`config.mk`:
```
export PLATFORM = sky130hd
export DESIGN_NAME = pooled_ready_queues_with_aging
export DESIGN_NICKNAME = d
export VERILOG_FILES = /design/src/prqa_pkg.sv /design/src/prqa_ram.sv /design/src/prqa_age_unit.sv /design/src/pooled_ready_queues_with_aging.sv
export SDC_FILE = /design/constraint.sdc
export NUM_CORES = 2
export LEC_CHECK = 0
export ABC_CLOCK_PERIOD_IN_PS = 14300
export BUFFER_PORTS_ARGS = -buffer_cell sky130_fd_sc_hd__buf_2
export CAP_MARGIN = 20
export CORE_ASPECT_RATIO = 1.75
export CORE_MARGIN = 8
export CORE_UTILIZATION = 30
export DETAILED_ROUTE_END_ITERATION = 10
export GPL_TIMING_DRIVEN = 0
export SYNTH_ARGS = -nofsm -noshare
export SYNTH_HDL_FRONTEND = slang
export SYNTH_HIERARCHICAL = 1
export SYNTH_SLANG_ARGS = --single-unit
```
`constraint.sdc`:
```
create_clock -name clk -period 14.3 [get_ports clk]
set_clock_uncertainty 0.05 [all_clocks]
set_input_delay 1.43 -clock clk [delete_from_list [all_inputs] [get_ports clk]]
set_output_delay 1.43 -clock clk [all_outputs]
set_load 0.01 [all_outputs]
```
`src/prqa_pkg.sv`:
```
// Shared types and constants for the pooled ready queues with aging.
// Holds command, status and sequencer state codes and the fixed field widths.
// No dependencies.
package prqa_pkg;

  localparam int PROC_W = 6;
  localparam int CNT_W = 7;
  localparam int TIME_W = 32;
  localparam int THR_W = 31;
  localparam int SEL_W = 2;
  localparam int IN_TDATA_W = 80;
  localparam int OUT_TDATA_W = 16;

  typedef enum logic [1:0] {
    CMD_PUSH,
    CMD_POP,
    CMD_SPLIT,
    CMD_LENGTH
  } cmd_t;

  typedef enum logic [1:0] {
    STAT_OK,
    STAT_FULL,
    STAT_EMPTY,
    STAT_SAME
  } status_t;

  typedef enum logic [3:0] {
    ST_IDLE,
    ST_DECODE,
    ST_PUSH_GET,
    ST_PUSH_WRITE,
    ST_POP_DONE,
    ST_SPLIT_WALK,
    ST_SPLIT_SRC,
    ST_SPLIT_DST,
    ST_RESULT
  } state_t;

endpackage

```
`src/prqa_ram.sv`:
```
// Generic simple dual-port RAM with one write port and a registered read port.
// No dependencies.
module prqa_ram #(
  parameter int WIDTH = 8,
  parameter int DEPTH = 64
) (
  input  logic                     clk,
  input  logic                     we,
  input  logic [$clog2(DEPTH)-1:0] waddr,
  input  logic [WIDTH-1:0]         wdata,
  input  logic [$clog2(DEPTH)-1:0] raddr,
  output logic [WIDTH-1:0]         rdata
);

  logic [WIDTH-1:0] mem [DEPTH];

  always_ff @(posedge clk) begin
    if (we) begin
      mem[waddr] <= wdata;
    end
    rdata <= mem[raddr];
  end

endmodule

```
`src/prqa_age_unit.sv`:
```
// Age compare unit shared by every step of the split walk.
// Depends on prqa_pkg for the time and threshold widths.
module prqa_age_unit
  import prqa_pkg::*;
(
  input  logic [TIME_W-1:0] now,
  input  logic [TIME_W-1:0] stamp,
  input  logic [THR_W-1:0]  thr,
  output logic              aged
);

  logic [TIME_W-1:0] age;

  assign age  = now - stamp;
  assign aged = age > TIME_W'(thr);

endmodule

```
`src/pooled_ready_queues_with_aging.sv`:
```
// Top level of the pooled ready queues with aging.
// Depends on prqa_pkg, prqa_ram and prqa_age_unit.
//
// One request is taken at a time and answered by exactly one result; the next
// request is accepted while that result still waits in the output register.
// A length request, a push onto a full pool, a pop of an empty queue and a split
// onto its own queue or from an empty queue go from decode to the result step.
// A pop passes through the pop step, a push through the write step and, when it
// reuses a freed node, first through the free-stack read. A split walks its aged
// entries, then updates the source and then the target queue; it skips both
// updates when nothing is aged. The walk reads one node a cycle from the stamp and
// link memories and ages it in the shared compare unit. A result that still
// waits in the output register holds the sequencer in its last step until it
// is taken. Nodes come from a free stack of released nodes or, while any
// remain, from a counter of never-used nodes, so no clearing pass follows reset.
module pooled_ready_queues_with_aging
  import prqa_pkg::*;
#(
  parameter int POOL_SIZE = 64,
  parameter int QUEUE_COUNT = 4
) (
  input  logic                   clk,
  input  logic                   rst,
  input  logic                   s_tvalid,
  output logic                   s_tready,
  // command, queue_select, target_queue, process_number, current_time,
  // age_threshold, zero fill
  input  logic [IN_TDATA_W-1:0]  s_tdata,
  output logic                   m_tvalid,
  input  logic                   m_tready,
  // process_out, entry_count, status, zero fill
  output logic [OUT_TDATA_W-1:0] m_tdata
);

  localparam int IW = $clog2(POOL_SIZE);
  localparam int LW = $clog2(POOL_SIZE + 1);
  localparam int QW = $clog2(QUEUE_COUNT);

  state_t state, state_next;

  logic [IW-1:0] head [QUEUE_COUNT];
  logic [IW-1:0] tail [QUEUE_COUNT];
  logic [LW-1:0] len  [QUEUE_COUNT];
  logic [LW-1:0] fresh;
  logic [LW-1:0] free_top;

  cmd_t              cmd;
  logic [QW-1:0]     q;
  logic [QW-1:0]     t;
  logic [PROC_W-1:0] proc;
  logic [TIME_W-1:0] now;
  logic [THR_W-1:0]  thr;
  logic [IW-1:0]     node;
  logic [IW-1:0]     cur;
  logic [IW-1:0]     first;
  logic [IW-1:0]     last;
  logic [LW-1:0]     moved;
  logic [LW-1:0]     src_len;
  logic [PROC_W-1:0] res_proc;
  logic [LW-1:0]     res_count;
  status_t           res_status;

  logic [4:0]    qs_wide, ts_wide, q_wide, t_wide;
  logic [QW-1:0] sel;
  logic [IW-1:0] sel_head, sel_tail;
  logic [LW-1:0] sel_len;
  logic [LW-1:0] moved_inc;
  logic [LW-1:0] free_top_dec;
  logic [15:0]   count_ext;
  logic          out_free;
  logic          aged;

  logic              node_we_proc, node_we_stamp, node_we_link, free_we;
  logic [IW-1:0]     node_raddr, stamp_waddr, link_waddr;
  logic [TIME_W-1:0] stamp_wdata;
  logic [IW-1:0]     link_wdata;
  logic [PROC_W-1:0] proc_rdata;
  logic [TIME_W-1:0] stamp_rdata;
  logic [IW-1:0]     link_rdata;
  logic [IW-1:0]     free_rdata;

  assign qs_wide = {3'b000, s_tdata[3:2]};
  assign ts_wide = {3'b000, s_tdata[5:4]};
  assign q_wide  = (qs_wide >= 5'(QUEUE_COUNT)) ? qs_wide - 5'(QUEUE_COUNT) : qs_wide;
  assign t_wide  = (ts_wide >= 5'(QUEUE_COUNT)) ? ts_wide - 5'(QUEUE_COUNT) : ts_wide;

  assign sel          = (state == ST_SPLIT_DST) ? t : q;
  assign sel_head     = head[sel];
  assign sel_tail     = tail[sel];
  assign sel_len      = len[sel];
  assign moved_inc    = moved + LW'(1);
  assign free_top_dec = free_top - LW'(1);
  assign count_ext    = 16'(res_count);
  assign out_free     = !m_tvalid || m_tready;
  assign s_tready     = (state == ST_IDLE);

  prqa_age_unit u_age (
    .now   (now),
    .stamp (stamp_rdata),
    .thr   (thr),
    .aged  (aged)
  );

  prqa_ram #(.WIDTH(PROC_W), .DEPTH(POOL_SIZE)) u_proc_ram (
    .clk   (clk),
    .we    (node_we_proc),
    .waddr (node),
    .wdata (proc),
    .raddr (node_raddr),
    .rdata (proc_rdata)
  );

  prqa_ram #(.WIDTH(TIME_W), .DEPTH(POOL_SIZE)) u_stamp_ram (
    .clk   (clk),
    .we    (node_we_stamp),
    .waddr (stamp_waddr),
    .wdata (stamp_wdata),
    .raddr (node_raddr),
    .rdata (stamp_rdata)
  );

  prqa_ram #(.WIDTH(IW), .DEPTH(POOL_SIZE)) u_link_ram (
    .clk   (clk),
    .we    (node_we_link),
    .waddr (link_waddr),
    .wdata (link_wdata),
    .raddr (node_raddr),
    .rdata (link_rdata)
  );

  prqa_ram #(.WIDTH(IW), .DEPTH(POOL_SIZE)) u_free_ram (
    .clk   (clk),
    .we    (free_we),
    .waddr (free_top[IW-1:0]),
    .wdata (cur),
    .raddr (free_top_dec[IW-1:0]),
    .rdata (free_rdata)
  );

  always_comb begin
    state_next = state;
    unique case (state)
      ST_IDLE: begin
        if (s_tvalid) begin
          state_next = ST_DECODE;
        end
      end
      ST_DECODE: begin
        unique case (cmd)
          CMD_PUSH: begin
            if (free_top != '0) begin
              state_next = ST_PUSH_GET;
            end else if (fresh != LW'(POOL_SIZE)) begin
              state_next = ST_PUSH_WRITE;
            end else begin
              state_next = ST_RESULT;
            end
          end
          CMD_POP: begin
            state_next = (sel_len == '0) ? ST_RESULT : ST_POP_DONE;
          end
          CMD_SPLIT: begin
            state_next = (q == t || sel_len == '0) ? ST_RESULT : ST_SPLIT_WALK;
          end
          CMD_LENGTH: begin
            state_next = ST_RESULT;
          end
        endcase
      end
      ST_PUSH_GET:   state_next = ST_PUSH_WRITE;
      ST_PUSH_WRITE: state_next = ST_RESULT;
      ST_POP_DONE:   state_next = ST_RESULT;
      ST_SPLIT_WALK: begin
        if (aged) begin
          state_next = (moved_inc == src_len) ? ST_SPLIT_SRC : ST_SPLIT_WALK;
        end else begin
          state_next = (moved == '0) ? ST_RESULT : ST_SPLIT_SRC;
        end
      end
      ST_SPLIT_SRC: state_next = ST_SPLIT_DST;
      ST_SPLIT_DST: state_next = ST_RESULT;
      ST_RESULT: begin
        if (out_free) begin
          state_next = ST_IDLE;
        end
      end
      default: state_next = ST_IDLE;
    endcase
  end

  always_comb begin
    node_raddr    = cur;
    node_we_proc  = 1'b0;
    node_we_stamp = 1'b0;
    node_we_link  = 1'b0;
    free_we       = 1'b0;
    stamp_waddr   = node;
    stamp_wdata   = now;
    link_waddr    = sel_tail;
    link_wdata    = node;
    unique case (state)
      ST_DECODE: begin
        node_raddr = sel_head;
      end
      ST_PUSH_WRITE: begin
        node_we_proc  = 1'b1;
        node_we_stamp = 1'b1;
        node_we_link  = (sel_len != '0);
      end
      ST_POP_DONE: begin
        free_we = 1'b1;
      end
      ST_SPLIT_WALK: begin
        if (aged) begin
          node_we_stamp = 1'b1;
          stamp_waddr   = cur;
          node_raddr    = link_rdata;
        end
      end
      ST_SPLIT_DST: begin
        node_we_link = (sel_len != '0);
        link_wdata   = first;
      end
      default: begin
      end
    endcase
  end

  always_ff @(posedge clk) begin
    if (rst) begin
      state    <= ST_IDLE;
      m_tvalid <= 1'b0;
      fresh    <= '0;
      free_top <= '0;
      for (int i = 0; i < QUEUE_COUNT; i++) begin
        head[i] <= '0;
        tail[i] <= '0;
        len[i]  <= '0;
      end
    end else begin
      state <= state_next;
      if (state == ST_RESULT && out_free) begin
        m_tvalid <= 1'b1;
      end else if (m_tready) begin
        m_tvalid <= 1'b0;
      end
      unique case (state)
        ST_DECODE: begin
          if (cmd == CMD_PUSH) begin
            if (free_top != '0) begin
              free_top <= free_top_dec;
            end else if (fresh != LW'(POOL_SIZE)) begin
              fresh <= fresh + LW'(1);
            end
          end
        end
        ST_PUSH_WRITE: begin
          if (sel_len == '0) begin
            head[sel] <= node;
          end
          tail[sel] <= node;
          len[sel]  <= sel_len + LW'(1);
        end
        ST_POP_DONE: begin
          head[sel] <= link_rdata;
          len[sel]  <= sel_len - LW'(1);
          free_top  <= free_top + LW'(1);
        end
        ST_SPLIT_SRC: begin
          if (moved != src_len) begin
            head[sel] <= cur;
          end
          len[sel] <= src_len - moved;
        end
        ST_SPLIT_DST: begin
          if (sel_len == '0) begin
            head[sel] <= first;
          end
          tail[sel] <= last;
          len[sel]  <= sel_len + moved;
        end
        default: begin
        end
      endcase
    end
  end

  always_ff @(posedge clk) begin
    unique case (state)
      ST_IDLE: begin
        if (s_tvalid) begin
          cmd        <= cmd_t'(s_tdata[1:0]);
          q          <= q_wide[QW-1:0];
          t          <= t_wide[QW-1:0];
          proc       <= s_tdata[11:6];
          now        <= s_tdata[43:12];
          thr        <= s_tdata[74:44];
          res_proc   <= '0;
          res_count  <= '0;
          res_status <= STAT_OK;
        end
      end
      ST_DECODE: begin
        cur     <= sel_head;
        first   <= sel_head;
        moved   <= '0;
        src_len <= sel_len;
        node    <= fresh[IW-1:0];
        unique case (cmd)
          CMD_PUSH: begin
            if (free_top == '0 && fresh == LW'(POOL_SIZE)) begin
              res_status <= STAT_FULL;
            end
          end
          CMD_POP: begin
            if (sel_len == '0) begin
              res_status <= STAT_EMPTY;
            end
          end
          CMD_SPLIT: begin
            if (q == t) begin
              res_status <= STAT_SAME;
            end
          end
          CMD_LENGTH: begin
            res_count <= sel_len;
          end
        endcase
      end
      ST_PUSH_GET: begin
        node <= free_rdata;
      end
      ST_POP_DONE: begin
        res_proc <= proc_rdata;
      end
      ST_SPLIT_WALK: begin
        if (aged) begin
          last  <= cur;
          moved <= moved_inc;
          cur   <= link_rdata;
        end
      end
      ST_SPLIT_DST: begin
        res_count <= moved;
      end
      ST_RESULT: begin
        if (out_free) begin
          m_tdata <= {1'b0, res_status, count_ext[CNT_W-1:0], res_proc};
        end
      end
      default: begin
      end
    endcase
  end

`ifndef NO_ASSERTIONS
  // The pool never hands out more nodes than it has, and every free node was once used.
  assert property (@(posedge clk) disable iff (rst)
    free_top <= fresh && fresh <= LW'(POOL_SIZE))
    else $error("node pool accounting out of range");

  // The split walk never passes the end of the source queue.
  assert property (@(posedge clk) disable iff (rst)
    state == ST_SPLIT_WALK |-> moved < src_len)
    else $error("split walk ran past the source queue");

  // A completed pop returns exactly one node to the free stack.
  assert property (@(posedge clk) disable iff (rst)
    state == ST_POP_DONE |=> free_top == $past(free_top) + LW'(1))
    else $error("pop did not release its node");

  // A result is presented only by the final step of the sequencer.
  assert property (@(posedge clk) disable iff (rst)
    $rose(m_tvalid) |-> $past(state) == ST_RESULT)
    else $error("result presented outside the result step");
`endif

endmodule

```
-- Word level (Yosys, flattened, before mapping)
Memory sizes are Yosys's and may differ from the RTL's. A register that Yosys moved wholly into a read port is not among the register bits.
Cells that the tools add are included.
- muxes and demuxes: 90
- equality and inequality tests: 26
- reductions and logical operators: 34
- add/sub/neg operators: 11
- $lt $le $gt $ge: 3
- bitwise operators: 8
- operators by type and width (kind ; number):
    $mux W6 ; 11
    $mux W7 ; 9
    $mux W1 ; 40
    $pmux W6 S2 ; 3
    $gt A32 B31 Y1 ; 1
    $mux W4 ; 8
    $sub A32 B32 Y32 ; 1
    $add A7 B1 Y7 const B ; 4
    $pmux W4 S7 ; 1
    $pmux W7 S2 ; 2
    $mux W2 ; 11
    $logic_not A7 Y1 ; 3
    $pmux W7 S3 ; 1
    $eq A4 B3 Y1 const B ; 4
    $pmux W4 S4 ; 1
    $reduce_bool A7 Y1 ; 2
    $sub A7 B1 Y7 const B ; 2
    $reduce_and A2 Y1 ; 6
    $reduce_bool A2 Y1 ; 6
    $reduce_or A6 Y1 ; 2
    $ne A2 B2 Y1 const B ; 5
    $ne A3 B3 Y1 const B ; 3
    $eq A4 B2 Y1 const B ; 2
    $add A7 B7 Y7 ; 1
    31 further kinds ; 43
- memory bits (writable): 3276
- input port bits: 84
- output and inout bits: 18
- memories: 7
- word-level logic and storage cells: 199
- flip-flop bits (word level): 162
- memories (memory ; depth ; bits a word ; rd ports ; clocked after Yosys merged registers in ; write ports ; RTL line ; text):
    u_stamp_ram.mem ; 64 ; 32 ; 1 ; 1 ; 1 ; prqa_ram.sv:15 ; logic [WIDTH-1:0] mem [DEPTH];
    u_free_ram.mem ; 64 ; 6 ; 1 ; 1 ; 1 ; prqa_ram.sv:15 ;
    u_link_ram.mem ; 64 ; 6 ; 1 ; 1 ; 1 ; prqa_ram.sv:15 ;
    u_proc_ram.mem ; 64 ; 6 ; 1 ; 1 ; 1 ; prqa_ram.sv:15 ;
    len ; 4 ; 7 ; 1 ; 0 ; 4 ; pooled_ready_queues_with_aging.sv:43 ; logic [LW-1:0] len [QUEUE_COUNT];
    head ; 4 ; 6 ; 1 ; 0 ; 4 ; pooled_ready_queues_with_aging.sv:41 ; logic [IW-1:0] head [QUEUE_COUNT];
    1 more memories ; -- ; -- ; -- ; -- ; -- ; -- ;

-- Longest topological paths before layout
An unclocked memory read counts as a cell.
- depth after elaboration: 13
- mapped depth: 36
- mapped depth without buffers: 30

-- By module
Netlist, hierarchy kept.
- modules (own cells, without submodules) (module ; area each (µm²) ; instances ; seq. area each (µm²) ; cells an instance):
    prqa_ram at u_stamp_ram ; 78515.3 ; 1 ; 62139.6 ; 3324
    prqa_ram at u_free_ram ... ; 15225.9 ; 3 ; 11651.2 ; 720
    pooled_ready_queues_with_aging ; 10801.6 ; 1 ; 6896.6 ; 850
    prqa_age_unit ; 2556.2 ; 1 ; 0.0 ; 359

-- Least setup slack after synthesis
Ideal clock, no wire load.
- path type: register to register
- from: register now[0]
- to: memory u_stamp_ram/mem[49][0] in the netlist's numbering, enable pin
- buffers on the path: 1
- path slack: 5.302 ns
- period minus slack after synthesis: 8.998 ns
- setup time: 0.461 ns
- data required time: 13.789 ns
- data arrival time: 8.487 ns
- stages on the path, launching flop included: 26
- cell sequence: edfxtp_1 > inv_1 > ha_1 > inv_1 > fa_1 > a211oi_2 > nor2_1 > o31a_1 > a221o_1 > a41oi_4 > o21ai_2 > a21o_1 > xor2_1 > ha_1 > nand4_1 > nor4_1 > nand4_1 > o221a_2 > a211oi_1 > a2111oi_0 > nor3_1 > nand3_1 > clkbuf_1 > o21ai_0 > nand4_1 > nor3_1
- elaborated cells between the ends (all ways): 8
- those cells by class: add/sub (1); order compare (1); mux (6)
- RTL lines (item ; RTL line ; text):
    start: declaration ; pooled_ready_queues_with_aging.sv:51 ; logic [TIME_W-1:0] now;
    start signal: assignment ; pooled_ready_queues_with_aging.sv:296 ; now <= s_tdata[43:12];
    $sub A32 B32 Y32 ; prqa_age_unit.sv:14 ; assign age = now - stamp;
    $gt A32 B31 Y1 ; prqa_age_unit.sv:15 ; assign aged = age > TIME_W'(thr);
    via aged ; pooled_ready_queues_with_aging.sv:71 ; logic aged;
    $mux W6 ; pooled_ready_queues_with_aging.sv:214 ; if (aged) begin
    $mux W6 ; pooled_ready_queues_with_aging.sv:201 ; unique case (state)
    via stamp_waddr[0] ; pooled_ready_queues_with_aging.sv:74 ; logic [IW-1:0] node_raddr, stamp_waddr, link_waddr;
    end: declaration ; prqa_ram.sv:15 ;
The timed path passes the listed nets, and every way through them passes these cells.

-- Worst setup path after layout
- from: register now[2]
- to: register u_stamp_ram.rdata[1], read port of u_stamp_ram.mem
- cells in the longest elaborated chain, start to end: 4
- RTL lines (item ; RTL line ; text):
    $sub A32 B32 Y32 ; prqa_age_unit.sv:14 ;
    $gt A32 B31 Y1 ; prqa_age_unit.sv:15 ;
    via aged ; pooled_ready_queues_with_aging.sv:71 ;
    $mux W6 ; pooled_ready_queues_with_aging.sv:214 ;
    $pmux W6 S2 ; -- ;
    via node_raddr[5] ; pooled_ready_queues_with_aging.sv:74 ;
    end: declaration ; prqa_ram.sv:12 ; output logic [WIDTH-1:0] rdata
The timed path passes the listed nets, and every way through them passes these cells.
A chain may end at the register's enable or synchronous reset.

==> impl_metrics.env <==
export IMPL_status="complete, no violations"
export IMPL_finalSetupViolCount=0
export IMPL_critPathLaunchType="register"
export IMPL_place_detailed_hpwl_mm=308
export IMPL_max_slew_margin_rel=0.0762
export IMPL_internal_power_mw=20.2
export IMPL_layout_worst_path_cycle_share=0.770
export IMPL_synthesis_instances=6693
export IMPL_grt_setup_unrepaired="no"
export IMPL_timing_critical_path_to_type="register"
export IMPL_arrival_ps=11800
export IMPL_cts_hold_buffers=0
export IMPL_critical_path_max_stage_delay_ps=1000
export IMPL_avgViaCountPerCell=5.25
export IMPL_finalInstanceArea_um2=162000
export IMPL_coreArea_um2=458000
export IMPL_crit_type="reg2reg"
export IMPL_preCtsSetupSlack_ps=3540
export IMPL_final_nets=7538
export IMPL_grt_pass1_wl_mm=586
export IMPL_clk_transition_reported_paths_ps=70
export IMPL_ys_seq_elements=3488
export IMPL_worst_slack_ps=3290
export IMPL_grt_ovfl_total=0
export IMPL_pwr_share_comb=0.314
export IMPL_pwr_share_clk=0.292
export IMPL_dr_wl_cell_um=31.1
export IMPL_grt_antenna_before_repair=33
export IMPL_syn_to_final_growth_pct=17.6
export IMPL_share_of_synthesized_area_occupied_by_flip_flops_and_latches=0.756
export IMPL_fp_row_count=329
export IMPL_p_per_area_nw_per_um2=187
export IMPL_power_total_mw=30.3
export IMPL_fin_util=0.353
export IMPL_max_cap_check_violation_count=0
export IMPL_crit_slowest_cell="edfxtp_1"
export IMPL_die_width_um=528
export IMPL_timing_final_max_slew_violations=0
export IMPL_number_of_primary_i_o_pins=102
export IMPL_p_sw_mw=10.0
export IMPL_area_contributors_post_synth="edfxtp_1, mux4_2, nor2_1"
export IMPL_timing_critical_path_max_delay_family="compound AO/OA/AOI/OAI gates"
export IMPL_syn_cell_area_um2=138000
export IMPL_drt_iter0_drc=7921
export IMPL_grt_start_max_net_pins=58
export IMPL_fp_dieArea_um2=481000
export IMPL_number_of_buffers_inserted_during_clock_tree_synthesis=329
export IMPL_crit_fanout=18
export IMPL_drive_above_1_share=0.256
export IMPL_avgSynthCellArea_um2=20.6
export IMPL_post_cts_setup_buffer_count=0
export IMPL_detail_route_antenna_nets=0
export IMPL_synth_yosys_warnings=6
export IMPL_synth_area_leader="edfxtp_1"
export IMPL_die_height_um=912
export IMPL_insertion_delay_ps=930
export IMPL_post_route_min_period_ps=11010
export IMPL_maximum_clock_insertion_buffer_count=4
export IMPL_ys_types=88
export IMPL_path_common_cell="clkbuf_1"
export IMPL_post_cts_resized=0
export IMPL_count_of_flip_flops_with_a_built_in_enable_after_synthesis=3413
export IMPL_vdd_ir_drop_max_mv=0.129
export IMPL_synthDominantCellAreaShare=0.745
export IMPL_initial_standard_cell_utilization_of_the_core=0.300
export IMPL_grt_pass1_vias=74393
export IMPL_detailedRoute_firstPassIterationCount=6
export IMPL_wirelength_mm=428
export IMPL_vias=72231
export IMPL_timing_critical_path_required_ps=15090
export IMPL_hold_ws_ps=367
export IMPL_placed_area_um2=151000
export IMPL_max_clock_freq_mhz=90.8
export IMPL_clock_sinks=3488
export IMPL_postSynth_asyncResetShare=0
export IMPL_hold_violations=0
export IMPL_predominant_post_synthesis_flop_cell="edfxtp_1"
export IMPL_critPathBufInv=5
export IMPL_power_switching_fraction=0.332
export IMPL_numPortBuffers=95
export IMPL_detail_route_drc_violations=0
export IMPL_min_delay_path_class="reg2reg"
export IMPL_cts_root_buf="clkbuf_16"
export IMPL_pwr_share_seq=0.394
export IMPL_globalRouteTotalUtil=0.172
export IMPL_synthesis_nets=6872
export IMPL_static_leakage_power_nw=50.6
export IMPL_htree_num_levels=5
export IMPL_max_slew_worst_pin_slew_ps=1390
export IMPL_cts_tree="yes"
export IMPL_gp_congestion=0.928
power groups by stage:
| stage | Clock (mW) | Combinational (mW) | Sequential (mW) |
|---|---|---|---|
| after floorplan | 0 | 5.07 | 12.2 |
| after global placement | 0 | 8.55 | 12.5 |
| after detailed placement | 0 | 9.35 | 12.2 |
| after CTS | 8.99 | 9.38 | 11.9 |
| after global routing | 9.34 | 9.68 | 11.9 |
| final | 8.84 | 9.50 | 11.9 |
cell type report:
cell class / instances / area [um^2]
well taps: 6123 / 7660
clock inverters: 184 / 1910
repair buffers: 335 / 5320
flip-flops and latches: 3488 / 104000
inverters: 121 / 454
diodes: 14 / 35.0
clock buffers: 406 / 8820
plain buffers: 336 / 1790
fillers: 42146 / 296000
multi-input cells: 2748 / 31800
metal layers:
layer,track usage,wire (um),share of wire,vias up
met5,0,113,0.00026,-
met4,0.143,43300,0.10,18
met3,0.0273,27700,0.065,1271
met2,0.311,224000,0.52,3672
met1,0.173,134000,0.31,38235
li1,-,-,-,29035
synthesized netlist by cell type (55+ instances only):
library cell and n:
a21oi_1 130, buf_2 100, clkbuf_1 151, dfxtp_1 75
edfxtp_1 3413, ha_1 91, inv_1 119, mux2i_1 154
mux4_2 823, nand2_1 142, nand3_1 65, nor2_1 463
o221ai_1 55, o22ai_1 123
flip-flops by register name, indices dropped and copies added, names as in the netlist, 7 cells and up:
name / count
m_tdata: 15
u_stamp_ram/rdata: 32
u_stamp_ram/mem: 2048
free_top: 7
u_free_ram/mem: 384
fresh: 7
thr: 31
now: 32
len: 28
res_count: 7
u_link_ram/mem: 384
moved: 7
u_proc_ram/mem: 384
head: 24
tail: 24
src_len: 7
placed cells by master, fill, tap and decap left out, drive strengths merged, types with 70 or more instances in the layout:
| cell | synthesis | final |
|---|---|---|
| a21oi | 130 | 130 |
| buf | 184 | 516 |
| clkbuf | 152 | 561 |
| clkinv | 2 | 121 |
| dfxtp | 75 | 75 |
| edfxtp | 3413 | 3413 |
| ha | 91 | 91 |
| inv | 119 | 136 |
| mux2i | 155 | 155 |
| mux4 | 841 | 841 |
| nand2 | 142 | 142 |
| nor2 | 463 | 463 |
| o21ai | 70 | 70 |
| o22ai | 123 | 123 |
cells by family after synthesis:
group	count (synthesis)	share of synthesized area
buffers and inverters	457	0.0163
AOI/OAI and AO/OA	592	0.0293
muxes	1035	0.153
DFF	3488	0.756
adders and majority gates	95	0.00886
other	1	0.0000273
and+or+nand+nor	959	0.0325
xor gates and xnor gates	66	0.00420
per-stage QoR:
stage	cells	setup TNS, ps
global placement	12911	-1147280
global route	13742	0
floorplan	6693	0
detailed placement	13143	0
CTS	13733	0
finish	13755	0
worst register-to-register path: cells and delay by family (launching register included):
kind	cells	cell delay, ps
AND/OR/NAND/NOR	7	2020
XOR/XNOR	1	140
AO/OA/AOI/OAI	14	4540
flip-flops	1	1000
buffers and inverters	5	2440
adder cells (fa/ha/maj)	2	780
path summary, 6_finish.rpt:
path | startpoint | end | slack (ps) | cells past startpoint
min | res_proc[3] | m_tdata[3] | 370 | 0
max reg2reg | now[2] | u_stamp_ram/rdata[1] | 3290 | 29
max | now[2] | u_stamp_ram/rdata[1] | 3290 | 29
min reg2reg | res_proc[3] | m_tdata[3] | 370 | 0
Note: power is estimated with default switching activity, not from simulation.
